File: config.mk
export PLATFORM = sky130hd
export DESIGN_NAME = curtain_motor_touch_controller
export DESIGN_NICKNAME = d
export VERILOG_FILES = /design/src/rtl/core/cmtc_pkg.sv /design/src/rtl/core/curtain_motor_touch_controller.sv /design/src/rtl/core/cmtc_key_unit.sv /design/src/rtl/core/cmtc_relay_unit.sv
export SDC_FILE = /design/constraint.sdc
export NUM_CORES = 1
export LEC_CHECK = 0
export ABC_AREA = 0
export BUFFER_PORTS_ARGS = -buffer_cell sky130_fd_sc_hd__buf_4
export CELL_PAD_IN_SITES_DETAIL_PLACEMENT = 1
export CELL_PAD_IN_SITES_GLOBAL_PLACEMENT = 1
export CORE_ASPECT_RATIO = 1.5
export CORE_MARGIN = 3
export CORE_UTILIZATION = 53
export CTS_CLUSTER_DIAMETER = 100
export DETAILED_ROUTE_END_ITERATION = 7
export PLACE_DENSITY_LB_ADDON = 0.1
export SYNTH_ARGS = -nofsm -noshare
export SYNTH_HDL_FRONTEND = slang
export SYNTH_HIERARCHICAL = 1
export SYNTH_SLANG_ARGS = --single-unit
File: constraint.sdc
create_clock -name clk -period 8.6 [get_ports clk]
set_input_delay 0.86 -clock clk [delete_from_list [all_inputs] [get_ports clk]]
set_output_delay 0.86 -clock clk [all_outputs]
set_load 0.02 [all_outputs]
File: src/rtl/core/cmtc_pkg.sv
package cmtc_pkg;

    // motor mode codes
    localparam logic [2:0] MODE_STOP      = 3'd0;
    localparam logic [2:0] MODE_OPEN      = 3'd1;
    localparam logic [2:0] MODE_CLOSE     = 3'd2;
    localparam logic [2:0] MODE_GAP_OPEN  = 3'd3;
    localparam logic [2:0] MODE_GAP_CLOSE = 3'd4;

    // tick kinds
    localparam logic OP_KEY   = 1'b0;
    localparam logic OP_RELAY = 1'b1;

    // configuration register indexes
    localparam logic [2:0] REG_BASELINE0 = 3'd0;
    localparam logic [2:0] REG_BASELINE1 = 3'd1;
    localparam logic [2:0] REG_BASELINE2 = 3'd2;
    localparam logic [2:0] REG_THRESHOLD = 3'd3;
    localparam logic [2:0] REG_RUN_TICKS = 3'd4;
    localparam logic [2:0] REG_GAP_TICKS = 3'd5;

    // reset values of the configuration registers
    localparam logic [15:0] THRESHOLD_RST = 16'd10;
    localparam logic [9:0]  RUN_TICKS_RST = 10'd600;
    localparam logic [9:0]  GAP_TICKS_RST = 10'd5;

    // hold counting
    localparam logic [12:0] WIN_LO      = 13'd3000;
    localparam logic [12:0] WIN_HI      = 13'd4500;
    localparam logic [12:0] TRIPLE_SAT  = 13'd4501;
    localparam logic [2:0]  SINGLE_SAT  = 3'd7;
    localparam logic [2:0]  FIRE_HOLD   = 3'd4;

    // led blink
    localparam logic [3:0] BLINK_LAST    = 4'd9;
    localparam logic [3:0] BLINK_ON_FROM = 4'd5;

    typedef struct packed {
        logic [15:0] baseline0;
        logic [15:0] baseline1;
        logic [15:0] baseline2;
        logic [15:0] threshold;
        logic [9:0]  run_ticks;
        logic [9:0]  gap_ticks;
    } cfg_t;

    typedef struct packed {
        logic [2:0] mode;
        logic       restart;
    } key_res_t;

    typedef struct packed {
        logic [2:0] mode;
        logic [1:0] levels;
        logic       led;
        logic       changed;
    } relay_res_t;

    function automatic logic in_window(input logic [12:0] t);
        return (t >= WIN_LO) && (t <= WIN_HI);
    endfunction

endpackage

File: src/rtl/core/curtain_motor_touch_controller.sv
// curtain motor touch controller: takes one tick item per clock cycle when the output
// side does not stall and gives one result item for each, held first in the input
// register and then in the result register, which holds it while the output stalls.
// a key tick (opcode 0) samples the three touch pads against their baselines and
// updates the hold counters and motor mode; a relay tick (opcode 1) drives the
// relays, runs the run/gap countdown and steps the led blink. the rate is set by
// the single pass of logic between the input register and the result register,
// which also updates the motor state, so consecutive items see each other's
// effects exactly in order. configuration is to be written through cfg_we/cfg_index/
// cfg_wdata only while no item is in flight; the block does not enforce this. unknown indexes are ignored.
module curtain_motor_touch_controller (
    input  logic        clk,
    input  logic        rst_n,

    // configuration write port
    input  logic        cfg_we,
    input  logic [2:0]  cfg_index,
    input  logic [15:0] cfg_wdata,

    // input items
    input  logic        in_valid,
    output logic        in_stall,
    input  logic        opcode,
    input  logic [15:0] pad_value0,
    input  logic [15:0] pad_value1,
    input  logic [15:0] pad_value2,

    // result items
    output logic        out_valid,
    input  logic        out_stall,
    output logic        relay_open,
    output logic        relay_close,
    output logic        leds_on,
    output logic [2:0]  motor_mode,
    output logic        state_changed,
    output logic        restart_request
);

    cmtc_pkg::cfg_t       cfg_reg;
    cmtc_pkg::key_res_t   key_res;
    cmtc_pkg::relay_res_t relay_res;

    // input register stage
    logic        s1_valid_reg;
    logic        s1_opcode_reg;
    logic [15:0] s1_pad0_reg;
    logic [15:0] s1_pad1_reg;
    logic [15:0] s1_pad2_reg;

    // result register stage
    logic        out_valid_reg;
    logic        relay_open_reg;
    logic        relay_close_reg;
    logic        leds_on_reg;
    logic        state_changed_reg;
    logic        restart_request_reg;

    logic [2:0]  mode_reg;
    logic [2:0]  mode_next;

    logic        advance;
    logic        accept;
    logic        fire;
    logic        key_fire;
    logic        relay_fire;
    logic        flash;

    // result stage can take a new item when empty or being drained
    assign advance    = !out_valid_reg || !out_stall;
    assign in_stall   = s1_valid_reg && !advance;
    assign accept     = in_valid && !in_stall;
    assign fire       = s1_valid_reg && advance;
    assign key_fire   = fire && (s1_opcode_reg == cmtc_pkg::OP_KEY);
    assign relay_fire = fire && (s1_opcode_reg == cmtc_pkg::OP_RELAY);

    // configuration registers
    always_ff @(posedge clk or negedge rst_n)
    begin
        if (!rst_n)
        begin
            cfg_reg.baseline0 <= '0;
            cfg_reg.baseline1 <= '0;
            cfg_reg.baseline2 <= '0;
            cfg_reg.threshold <= cmtc_pkg::THRESHOLD_RST;
            cfg_reg.run_ticks <= cmtc_pkg::RUN_TICKS_RST;
            cfg_reg.gap_ticks <= cmtc_pkg::GAP_TICKS_RST;
        end
        else if (cfg_we)
        begin
            unique case (cfg_index)
                cmtc_pkg::REG_BASELINE0: cfg_reg.baseline0 <= cfg_wdata;
                cmtc_pkg::REG_BASELINE1: cfg_reg.baseline1 <= cfg_wdata;
                cmtc_pkg::REG_BASELINE2: cfg_reg.baseline2 <= cfg_wdata;
                cmtc_pkg::REG_THRESHOLD: cfg_reg.threshold <= cfg_wdata;
                cmtc_pkg::REG_RUN_TICKS: cfg_reg.run_ticks <= cfg_wdata[9:0];
                cmtc_pkg::REG_GAP_TICKS: cfg_reg.gap_ticks <= cfg_wdata[9:0];
                default:                 ;
            endcase
        end
    end

    // input register: valid
    always_ff @(posedge clk or negedge rst_n)
    begin
        if (!rst_n)
        begin
            s1_valid_reg <= 1'b0;
        end
        else if (accept)
        begin
            s1_valid_reg <= 1'b1;
        end
        else if (advance)
        begin
            s1_valid_reg <= 1'b0;
        end
    end

    // input register: payload
    always_ff @(posedge clk)
    begin
        if (accept)
        begin
            s1_opcode_reg <= opcode;
            s1_pad0_reg   <= pad_value0;
            s1_pad1_reg   <= pad_value1;
            s1_pad2_reg   <= pad_value2;
        end
    end

    cmtc_key_unit u_key (
        .clk   (clk),
        .rst_n (rst_n),
        .fire  (key_fire),
        .pad0  (s1_pad0_reg),
        .pad1  (s1_pad1_reg),
        .pad2  (s1_pad2_reg),
        .cfg   (cfg_reg),
        .mode  (mode_reg),
        .res   (key_res),
        .flash (flash)
    );

    cmtc_relay_unit u_relay (
        .clk   (clk),
        .rst_n (rst_n),
        .fire  (relay_fire),
        .cfg   (cfg_reg),
        .mode  (mode_reg),
        .flash (flash),
        .res   (relay_res)
    );

    // motor mode is shared: key ticks pick a new direction, relay ticks time it out
    assign mode_next = (s1_opcode_reg == cmtc_pkg::OP_RELAY) ? relay_res.mode : key_res.mode;

    always_ff @(posedge clk or negedge rst_n)
    begin
        if (!rst_n)
        begin
            mode_reg <= cmtc_pkg::MODE_STOP;
        end
        else if (fire)
        begin
            mode_reg <= mode_next;
        end
    end

    // result register: valid
    always_ff @(posedge clk or negedge rst_n)
    begin
        if (!rst_n)
        begin
            out_valid_reg <= 1'b0;
        end
        else if (fire)
        begin
            out_valid_reg <= 1'b1;
        end
        else if (advance)
        begin
            out_valid_reg <= 1'b0;
        end
    end

    // result register: payload, loaded with the state after the tick
    always_ff @(posedge clk)
    begin
        if (fire)
        begin
            relay_open_reg      <= relay_res.levels[0];
            relay_close_reg     <= relay_res.levels[1];
            leds_on_reg         <= relay_res.led;
            state_changed_reg   <= relay_res.changed;
            restart_request_reg <= key_fire && key_res.restart;
        end
    end

    // motor_mode output shows the mode register, which only moves with a result
    assign out_valid       = out_valid_reg;
    assign relay_open      = relay_open_reg;
    assign relay_close     = relay_close_reg;
    assign leds_on         = leds_on_reg;
    assign motor_mode      = mode_reg;
    assign state_changed   = state_changed_reg;
    assign restart_request = restart_request_reg;

endmodule

File: src/rtl/core/cmtc_key_unit.sv
module cmtc_key_unit (
    input  logic                clk,
    input  logic                rst_n,
    input  logic                fire,
    input  logic [15:0]         pad0,
    input  logic [15:0]         pad1,
    input  logic [15:0]         pad2,
    input  cmtc_pkg::cfg_t      cfg,
    input  logic [2:0]          mode,
    output cmtc_pkg::key_res_t  res,
    output logic                flash
);

    logic [2:0]  touched;
    logic [15:0] pad   [3];
    logic [15:0] base  [3];
    logic [15:0] diff  [3];
    logic [2:0]  single_hold_reg  [3];
    logic [2:0]  single_hold_next [3];
    logic [12:0] triple_hold_reg;
    logic [12:0] triple_hold_next;
    logic        flash_reg;
    logic        flash_next;
    logic        restart;
    logic [2:0]  mode_next;

    assign pad[0]  = pad0;
    assign pad[1]  = pad1;
    assign pad[2]  = pad2;
    assign base[0] = cfg.baseline0;
    assign base[1] = cfg.baseline1;
    assign base[2] = cfg.baseline2;

    // touch: reading strictly below baseline by at least the threshold
    always_comb
    begin
        for (int k = 0; k < 3; k++)
        begin
            diff[k]    = base[k] - pad[k];
            touched[k] = (base[k] > pad[k]) && (diff[k] >= cfg.threshold);
        end
    end

    always_comb
    begin
        restart          = 1'b0;
        flash_next       = 1'b0;
        triple_hold_next = '0;
        mode_next        = mode;
        for (int k = 0; k < 3; k++)
        begin
            single_hold_next[k] = '0;
        end

        if ($onehot(touched))
        begin
            for (int k = 0; k < 3; k++)
            begin
                if (touched[k])
                begin
                    single_hold_next[k] = (single_hold_reg[k] < cmtc_pkg::SINGLE_SAT)
                                        ? single_hold_reg[k] + 3'd1
                                        : single_hold_reg[k];
                end
            end
            priority if (single_hold_next[0] == cmtc_pkg::FIRE_HOLD)
            begin
                if (mode == cmtc_pkg::MODE_STOP || mode == cmtc_pkg::MODE_GAP_CLOSE)
                    mode_next = cmtc_pkg::MODE_OPEN;
                else if (mode == cmtc_pkg::MODE_CLOSE)
                    mode_next = cmtc_pkg::MODE_GAP_OPEN;
            end
            else if (single_hold_next[1] == cmtc_pkg::FIRE_HOLD)
            begin
                mode_next = cmtc_pkg::MODE_STOP;
            end
            else if (single_hold_next[2] == cmtc_pkg::FIRE_HOLD)
            begin
                if (mode == cmtc_pkg::MODE_STOP || mode == cmtc_pkg::MODE_GAP_OPEN)
                    mode_next = cmtc_pkg::MODE_CLOSE;
                else if (mode == cmtc_pkg::MODE_OPEN)
                    mode_next = cmtc_pkg::MODE_GAP_CLOSE;
            end
            else
            begin
                mode_next = mode;
            end
        end
        else if (&touched)
        begin
            triple_hold_next = (triple_hold_reg < cmtc_pkg::TRIPLE_SAT)
                             ? triple_hold_reg + 13'd1
                             : triple_hold_reg;
            flash_next       = cmtc_pkg::in_window(triple_hold_next);
        end
        else
        begin
            // none or two keys: release, restart if let go inside the window
            restart = cmtc_pkg::in_window(triple_hold_reg);
        end
    end

    always_ff @(posedge clk or negedge rst_n)
    begin
        if (!rst_n)
        begin
            triple_hold_reg <= '0;
            flash_reg       <= 1'b0;
            for (int k = 0; k < 3; k++)
            begin
                single_hold_reg[k] <= '0;
            end
        end
        else if (fire)
        begin
            triple_hold_reg <= triple_hold_next;
            flash_reg       <= flash_next;
            for (int k = 0; k < 3; k++)
            begin
                single_hold_reg[k] <= single_hold_next[k];
            end
        end
    end

    assign res.mode    = mode_next;
    assign res.restart = restart;
    assign flash       = flash_reg;

endmodule

File: src/rtl/core/cmtc_relay_unit.sv
module cmtc_relay_unit (
    input  logic                  clk,
    input  logic                  rst_n,
    input  logic                  fire,
    input  cmtc_pkg::cfg_t        cfg,
    input  logic [2:0]            mode,
    input  logic                  flash,
    output cmtc_pkg::relay_res_t  res
);

    logic [2:0] last_seen_reg;
    logic [9:0] countdown_reg;
    logic [9:0] countdown_load;
    logic [9:0] countdown_next;
    logic [1:0] levels_reg;
    logic [1:0] levels_next;
    logic [3:0] blink_reg;
    logic [3:0] blink_next;
    logic       led_reg;
    logic       led_next;
    logic       changed;
    logic       running;
    logic [2:0] mode_next;

    assign changed = (last_seen_reg != mode);
    assign running = (mode == cmtc_pkg::MODE_OPEN) || (mode == cmtc_pkg::MODE_CLOSE);

    always_comb
    begin
        countdown_load = countdown_reg;
        levels_next    = levels_reg;
        mode_next      = mode;
        if (changed)
        begin
            countdown_load = running ? cfg.run_ticks : cfg.gap_ticks;
            unique case (mode)
                cmtc_pkg::MODE_OPEN:  levels_next = 2'b01;
                cmtc_pkg::MODE_CLOSE: levels_next = 2'b10;
                default:              levels_next = 2'b00;
            endcase
        end
        countdown_next = countdown_load;
        if (countdown_load != 10'd0)
        begin
            countdown_next = countdown_load - 10'd1;
            if (countdown_next == 10'd0)
            begin
                unique case (mode)
                    cmtc_pkg::MODE_GAP_CLOSE: mode_next = cmtc_pkg::MODE_CLOSE;
                    cmtc_pkg::MODE_GAP_OPEN:  mode_next = cmtc_pkg::MODE_OPEN;
                    default:                  mode_next = cmtc_pkg::MODE_STOP;
                endcase
            end
        end
        blink_next = (blink_reg == cmtc_pkg::BLINK_LAST) ? 4'd0 : blink_reg + 4'd1;
        led_next   = flash && (blink_next >= cmtc_pkg::BLINK_ON_FROM);
    end

    always_ff @(posedge clk or negedge rst_n)
    begin
        if (!rst_n)
        begin
            last_seen_reg <= cmtc_pkg::MODE_STOP;
            countdown_reg <= '0;
            levels_reg    <= '0;
            blink_reg     <= '0;
            led_reg       <= 1'b0;
        end
        else if (fire)
        begin
            last_seen_reg <= mode;
            countdown_reg <= countdown_next;
            levels_reg    <= levels_next;
            blink_reg     <= blink_next;
            led_reg       <= led_next;
        end
    end

    // outside a relay tick the stored levels are shown unchanged
    assign res.mode    = fire ? mode_next   : mode;
    assign res.levels  = fire ? levels_next : levels_reg;
    assign res.led     = fire ? led_next    : led_reg;
    assign res.changed = fire && changed;

endmodule

### Word-level counts from Yosys, hierarchy flattened

Index checks and enable logic that the tools add are counted.

| word-level totals | value |
|---|---|
| bits of input ports | 73 |
| output and inout port bits | 10 |
| register bits after elaboration | 186 |
| word-level logic and storage cells | 153 |

| cells by class | value |
|---|---|
| eq/ne operators | 19 |
| reductions and logical operators | 38 |
| $lt $le $gt $ge | 15 |
| bitwise gates (word level) | 1 |
| add/subtract/negate cells | 11 |
| muxes and demuxes | 41 |

Operators by type and width:

| cell | number |
|---|---|
| two-way mux 3 bit | 21 |
| >= comparator 16 bit | 3 |
| greater-than comparator 16 bit | 3 |
| subtractor 16 bit | 3 |
| two-way mux 13 bit | 3 |
| two-way mux 10 bit | 3 |
| >= comparator 13 x 12 -> 1 bit, second input constant | 2 |
| <= comparator 13 bit, second input constant | 2 |
| equality test 3 bit, second input constant | 6 |
| adder 13 x 1 -> 13 bit, second input constant | 1 |
| logical AND 1 bit | 13 |
| < comparator 13 bit, second input constant | 1 |
| equality test 3 x 2 -> 1 bit, second input constant | 4 |
| AND reduction 2 bit | 6 |
| logical NOT 10 bit | 1 |
| nonzero test 10 bit | 1 |
| subtractor 10 x 1 -> 10 bit, second input constant | 1 |
| adder 3 x 1 -> 3 bit, second input constant | 3 |
| < comparator 3 bit, second input constant | 3 |
| two-way mux 9 bit | 1 |
| two-way mux 1 bit | 8 |
| one-hot mux 2 bit (2 select lines) | 2 |
| AND reduction 8 bit | 1 |
| equality test 3 x 1 -> 1 bit, second input constant | 2 |
| other kinds (19) | 31 |

### Depth between registers and ports, before layout

| logic depth | value |
|---|---|
| depth after elaboration | 13 |
| gate-level depth with buffers | 27 |

### Hierarchy

The synthesis kept the hierarchy.

By module, submodules not included:

| module | times used | sequential area each (µm²) | cells each | area an instance (µm²) |
|---|---|---|---|---|
| cmtc_key_unit | 1 | 575.6 | 712 | 5400.2 |
| curtain_motor_touch_controller | 1 | 3858.7 | 256 | 5089.9 |
| cmtc_relay_unit | 1 | 500.5 | 175 | 1541.5 |

### Worst setup path before layout

Ideal clock, no wire load.

| timing | value |
|---|---|
| path kind | reg-to-reg |
| start point | register cfg_reg[68] (netlist name) |
| end point | register mode_reg[1], in the netlist motor_mode[1] |
| data required time | 8534 ps |
| stages on the path, launching flop included | 28 |
| path buffers | 1 |
| arrival time | 4893 ps |
| library setup time | 66 ps |
| setup slack | 3641 ps |
| period minus slack after synthesis | 4959 ps |
| cells stage by stage | dfrtp_1 -> inv_1 -> ha_1 -> inv_1 -> fa_1 -> a21oi_1 -> o21bai_2 -> a221oi_4 -> a211oi_4 -> a21o_2 -> nand2_1 -> nor2b_1 -> xnor2_1 -> ha_1 -> a21o_1 -> a211oi_1 -> nand2_1 -> o21ai_1 -> nor2_4 -> buf_4 -> xnor2_1 -> ha_1 -> nor2b_1 -> o21ai_2 -> nor4b_1 -> o32a_1 -> mux2_2 -> mux2_2 |

RTL lines:

| element | RTL line | text |
|---|---|---|
| from (decl) | curtain_motor_touch_controller.sv:39 | `cmtc_pkg::cfg_t cfg_reg;` |
| to (signal assigned) | curtain_motor_touch_controller.sv:161 | `mode_reg <= cmtc_pkg::MODE_STOP;` |
| to (signal assigned) | curtain_motor_touch_controller.sv:165 | `mode_reg <= mode_next;` |
| to (decl) | curtain_motor_touch_controller.sv:58 | `logic [2:0] mode_reg;` |

### Worst setup path after layout

| timing | value |
|---|---|
| start point | register s1_pad2_reg[1] |
| end point | register mode_reg[1], in the netlist motor_mode[1] |

| between the ends | value |
|---|---|
| cells in the longest elaborated chain, start to end | 8 |

Ends and longest elaborated chain:

| element | RTL line | text |
|---|---|---|
| from (decl) | curtain_motor_touch_controller.sv:48 | `logic [15:0] s1_pad2_reg;` |
| from (signal assigned) | curtain_motor_touch_controller.sv:127 | `s1_pad2_reg <= pad_value2;` |
| subtractor 16 bit | cmtc_key_unit.sv:39 | `diff[k] = base[k] - pad[k];` |
| >= comparator 16 bit | cmtc_key_unit.sv:40 | `touched[k] = (base[k] > pad[k]) && (diff[k] >= cfg.threshold);` |
| logical AND 1 bit * | cmtc_key_unit.sv:40 |  |
| two-way mux 3 bit | cmtc_key_unit.sv:59 | `if (touched[k])` |
| two-way mux 3 bit | cmtc_key_unit.sv:55 | `if ($onehot(touched))` |
| equality test 3 bit | cmtc_key_unit.sv:77 | `else if (single_hold_next[2] == cmtc_pkg::FIRE_HOLD)` |
| nonzero test 4 bit (no source line) | - |  |
| AND reduction 8 bit (no source line) * | - |  |

Mark *: on every way between the ends. The rest lies on a longest branch, timed or not. The select of a mux whose other input is x is not followed.
A chain may end at the register's enable or synchronous reset.

==> results.cfg <==
[final_layout]
stdcell_count = 1506
area_delta_synth_final_pct = 11.9
final_cell_mix = 124 x dfrtp_1, 108 x inv_1, 104 x ha_1
final_common_cell = dfrtp_1
fin_util_pct = 61.3
largest_register_ffs = 84
nets = 1400
post_route_cells_drive_above_1_share_pct = 21.9
fin_area_sq_mm = 0.0135

[sta]
worst_slack_ns = 2.69
layout_min_cycle_time_ns = 5.91
slew_violations = 0
setup_viol = 0
timing.fmax_mhz = 169
max_slew_margin_pct = 37.7
final.setup.tns_ns = 0
worst_pin_slew_ns = 0.927
rsz0062_at_grt = no
holdWs_ns = 0.488
finalHoldViolations = 0
skew_ns = 0.00991
fin_crit_sh_pct = 68.7

[synth]
synth_cells = 1143
postSynthAreaPerCell_sq_um = 10.5
dominantRegCellSynth = dfrtp_1
ys_seq_area_share_pct = 41.0
synth-simple-area-share_pct = 13.3
synthAdderAreaFrac_pct = 11.3
synth_enable_flop_cells = 54
synth-compound-area-share_pct = 14.7
synth.area.mux_share_pct = 10.5
synth_nets = 1323
synth-xor-area-share_pct = 4.07
synth_top_family_by_area = compound AO/OA/AOI/OAI gates
syn_area_sq_mm = 0.0120
ys_ff_latch = 186
async_flop_share_pct = 71.0
synth_cell_type_count = 100
ys_warn_count = 6

[detailed_routing]
wl_per_cell_microns = 21.6
vias = 9206
wirelength_microns = 32600
viasPerCell = 6.11
drt-pass1-iter-count = 4
drc = 0
drt_iter0_drc = 406
ant_nets = 0

[run]
cap_violations = 0

[setup_path]
start_kind = flop
r2r_start = s1_pad2_reg[1]$_DFFE_PP_
crit_required_ns = 8.98
critPathMaxFanout = 8
path_class = reg2reg
critPathSlowestCell = nor2b_1
crit_arrival_ns = 6.29
ff2ff_path_depth = 24
crit_chain = inv_1 > ha_1 > nor2b_1 > o21a_1 > o21ai_0 > a21oi_1 > o2111ai_1 > a31oi_1 > o311ai_0 > ha_1 > a21o_1 > a21oi_1 > nor2b_1 > a2111oi_0 > a21oi_1 > nand2_1 > xnor2_1 > ha_1 > nor2b_1 > o21ai_2 > nor4b_1 > o32a_1 > mux2_2 > mux2_2
slowest_delay_ns = 0.43
setup.worst_path.end_class = flop
rrSetupSlack_ns = 2.69
r2r_end = motor_mode[1]$_DFFE_PN0P_

[floorplan]
die_y_microns = 191
fp.dieW_microns = 129
rows = 66
die-area_sq_mm = 0.0246
io_pins = 83
start_util_pct = 54.8
core_sq_mm = 0.0220

[pwr]
p_leak_nw = 5.89
power_density_mw_per_mm2 = 251
total_power_mw = 3.39
irDropWorstVdd_mv = 0.153

[global_route]
grt_pass1_wl_microns = 50700
grt_max_degree = 83
grt_pass1_vias = 9835
overflow = 0
antenna_found_initial = 0
grt_usage_pct = 26.8

[clock_network]
h-tree-depth = 4
max-clock-path-buffers = 2
post_cts_resized = 0
clk_pin_slew_ns = 0.07
cts_tree = done
clockRootBuffer = clkbuf_16
cts_made_buffers = 17
cts_setup_buffers = 0
clock_sinks = 186
hold_buffers = 0
clk_latency_ns = 0.44

[min_path]
hold_class = in2async

[placement]
place_ws_ns = 2.95
dp.cells = 1473
port-buffer-count = 82
dp_hpwl_microns = 23900
place_area_sq_mm = 0.0128
gp_congestion = 0.855

[outcome]
outcome = finished, final reports clean
[logic make-up after synthesis]
kind of cell	after synthesis
XOR/XNOR	52
AND/OR/NAND/NOR	292
multiplexers	113
AO/OA/AOI/OAI	253
buffers and inverters	140
adder cells (fa/ha/maj)	107
flip-flops	186
[report_power, final]
part	switching [mW]	leakage (nW)	internal (mW)	total [mW]
sequential	0.0981	2.15	1.06	1.15
clock	0.358	0.299	0.484	0.842
combinational	0.802	3.45	0.588	1.39
total	1.26	5.89	2.13	3.39
[per-layer routing]
metal	share of wire, %	global-route usage (%)	wire [microns]	vias up
li1	-	-	-	4334
met5	0	0	0	-
met2	56	50.6	18100	176
met1	37	28.3	12200	4620
met3	2.9	4.65	957	76
met4	4.1	12.5	1330	0
[worst max-delay path, delay by kind of cell (launching register included)]
family,cells,cell delay (ns)
flip-flops,1,0.39
adder cells (fa/ha/maj),3,0.93
AO/OA/AOI/OAI,12,2.76
multiplexers,2,0.26
AND/OR/NAND/NOR,5,1.30
XOR/XNOR,1,0.13
buffers and inverters,1,0.06
[how the worst max path moves through the flow]
stage,from,slack (ns),to,cells after the start
after floorplan,cfg_reg[68]$_DFFE_PN0P_,3.64,motor_mode[1]$_DFFE_PN0P_,27
after global placement,s1_pad2_reg[1]$_DFFE_PP_,3.22,motor_mode[1]$_DFFE_PN0P_,24
after detailed placement,s1_pad2_reg[1]$_DFFE_PP_,2.95,motor_mode[1]$_DFFE_PN0P_,24
after CTS,s1_pad2_reg[1]$_DFFE_PP_,2.76,motor_mode[1]$_DFFE_PN0P_,24
after global routing,s1_pad2_reg[1]$_DFFE_PP_,2.24,motor_mode[1]$_DFFE_PN0P_,24
final,s1_pad2_reg[1]$_DFFE_PP_,2.69,motor_mode[1]$_DFFE_PN0P_,24
[cell usage after synthesis, types with 16 or more instances]
master | number | area [sq um]
nor2_1 | 53 | 199
nand4_1 | 18 | 113
nor3_1 | 28 | 140
xor2_1 | 19 | 166
ha_1 | 104 | 1300
nand3_1 | 23 | 115
edfxtp_1 | 54 | 1620
a21o_1 | 22 | 165
nand2_1 | 70 | 263
a31oi_1 | 18 | 113
nor2b_1 | 16 | 100
o21ai_0 | 49 | 245
mux2_2 | 98 | 1100
a21oi_1 | 57 | 285
inv_1 | 108 | 405
xnor2_1 | 30 | 263
dfrtp_1 | 124 | 3100
[area by class of cell]
class | count | area (sq um)
diodes | 1 | 2.50
clock buffers | 19 | 464
clock inverters | 13 | 161
fillers | 2349 | 8500
inverters | 109 | 409
multi-input cells | 817 | 6480
flip-flops and latches | 186 | 4930
well taps | 272 | 340
repair buffers | 89 | 672
Note: power is estimated with default switching activity, not from simulation.
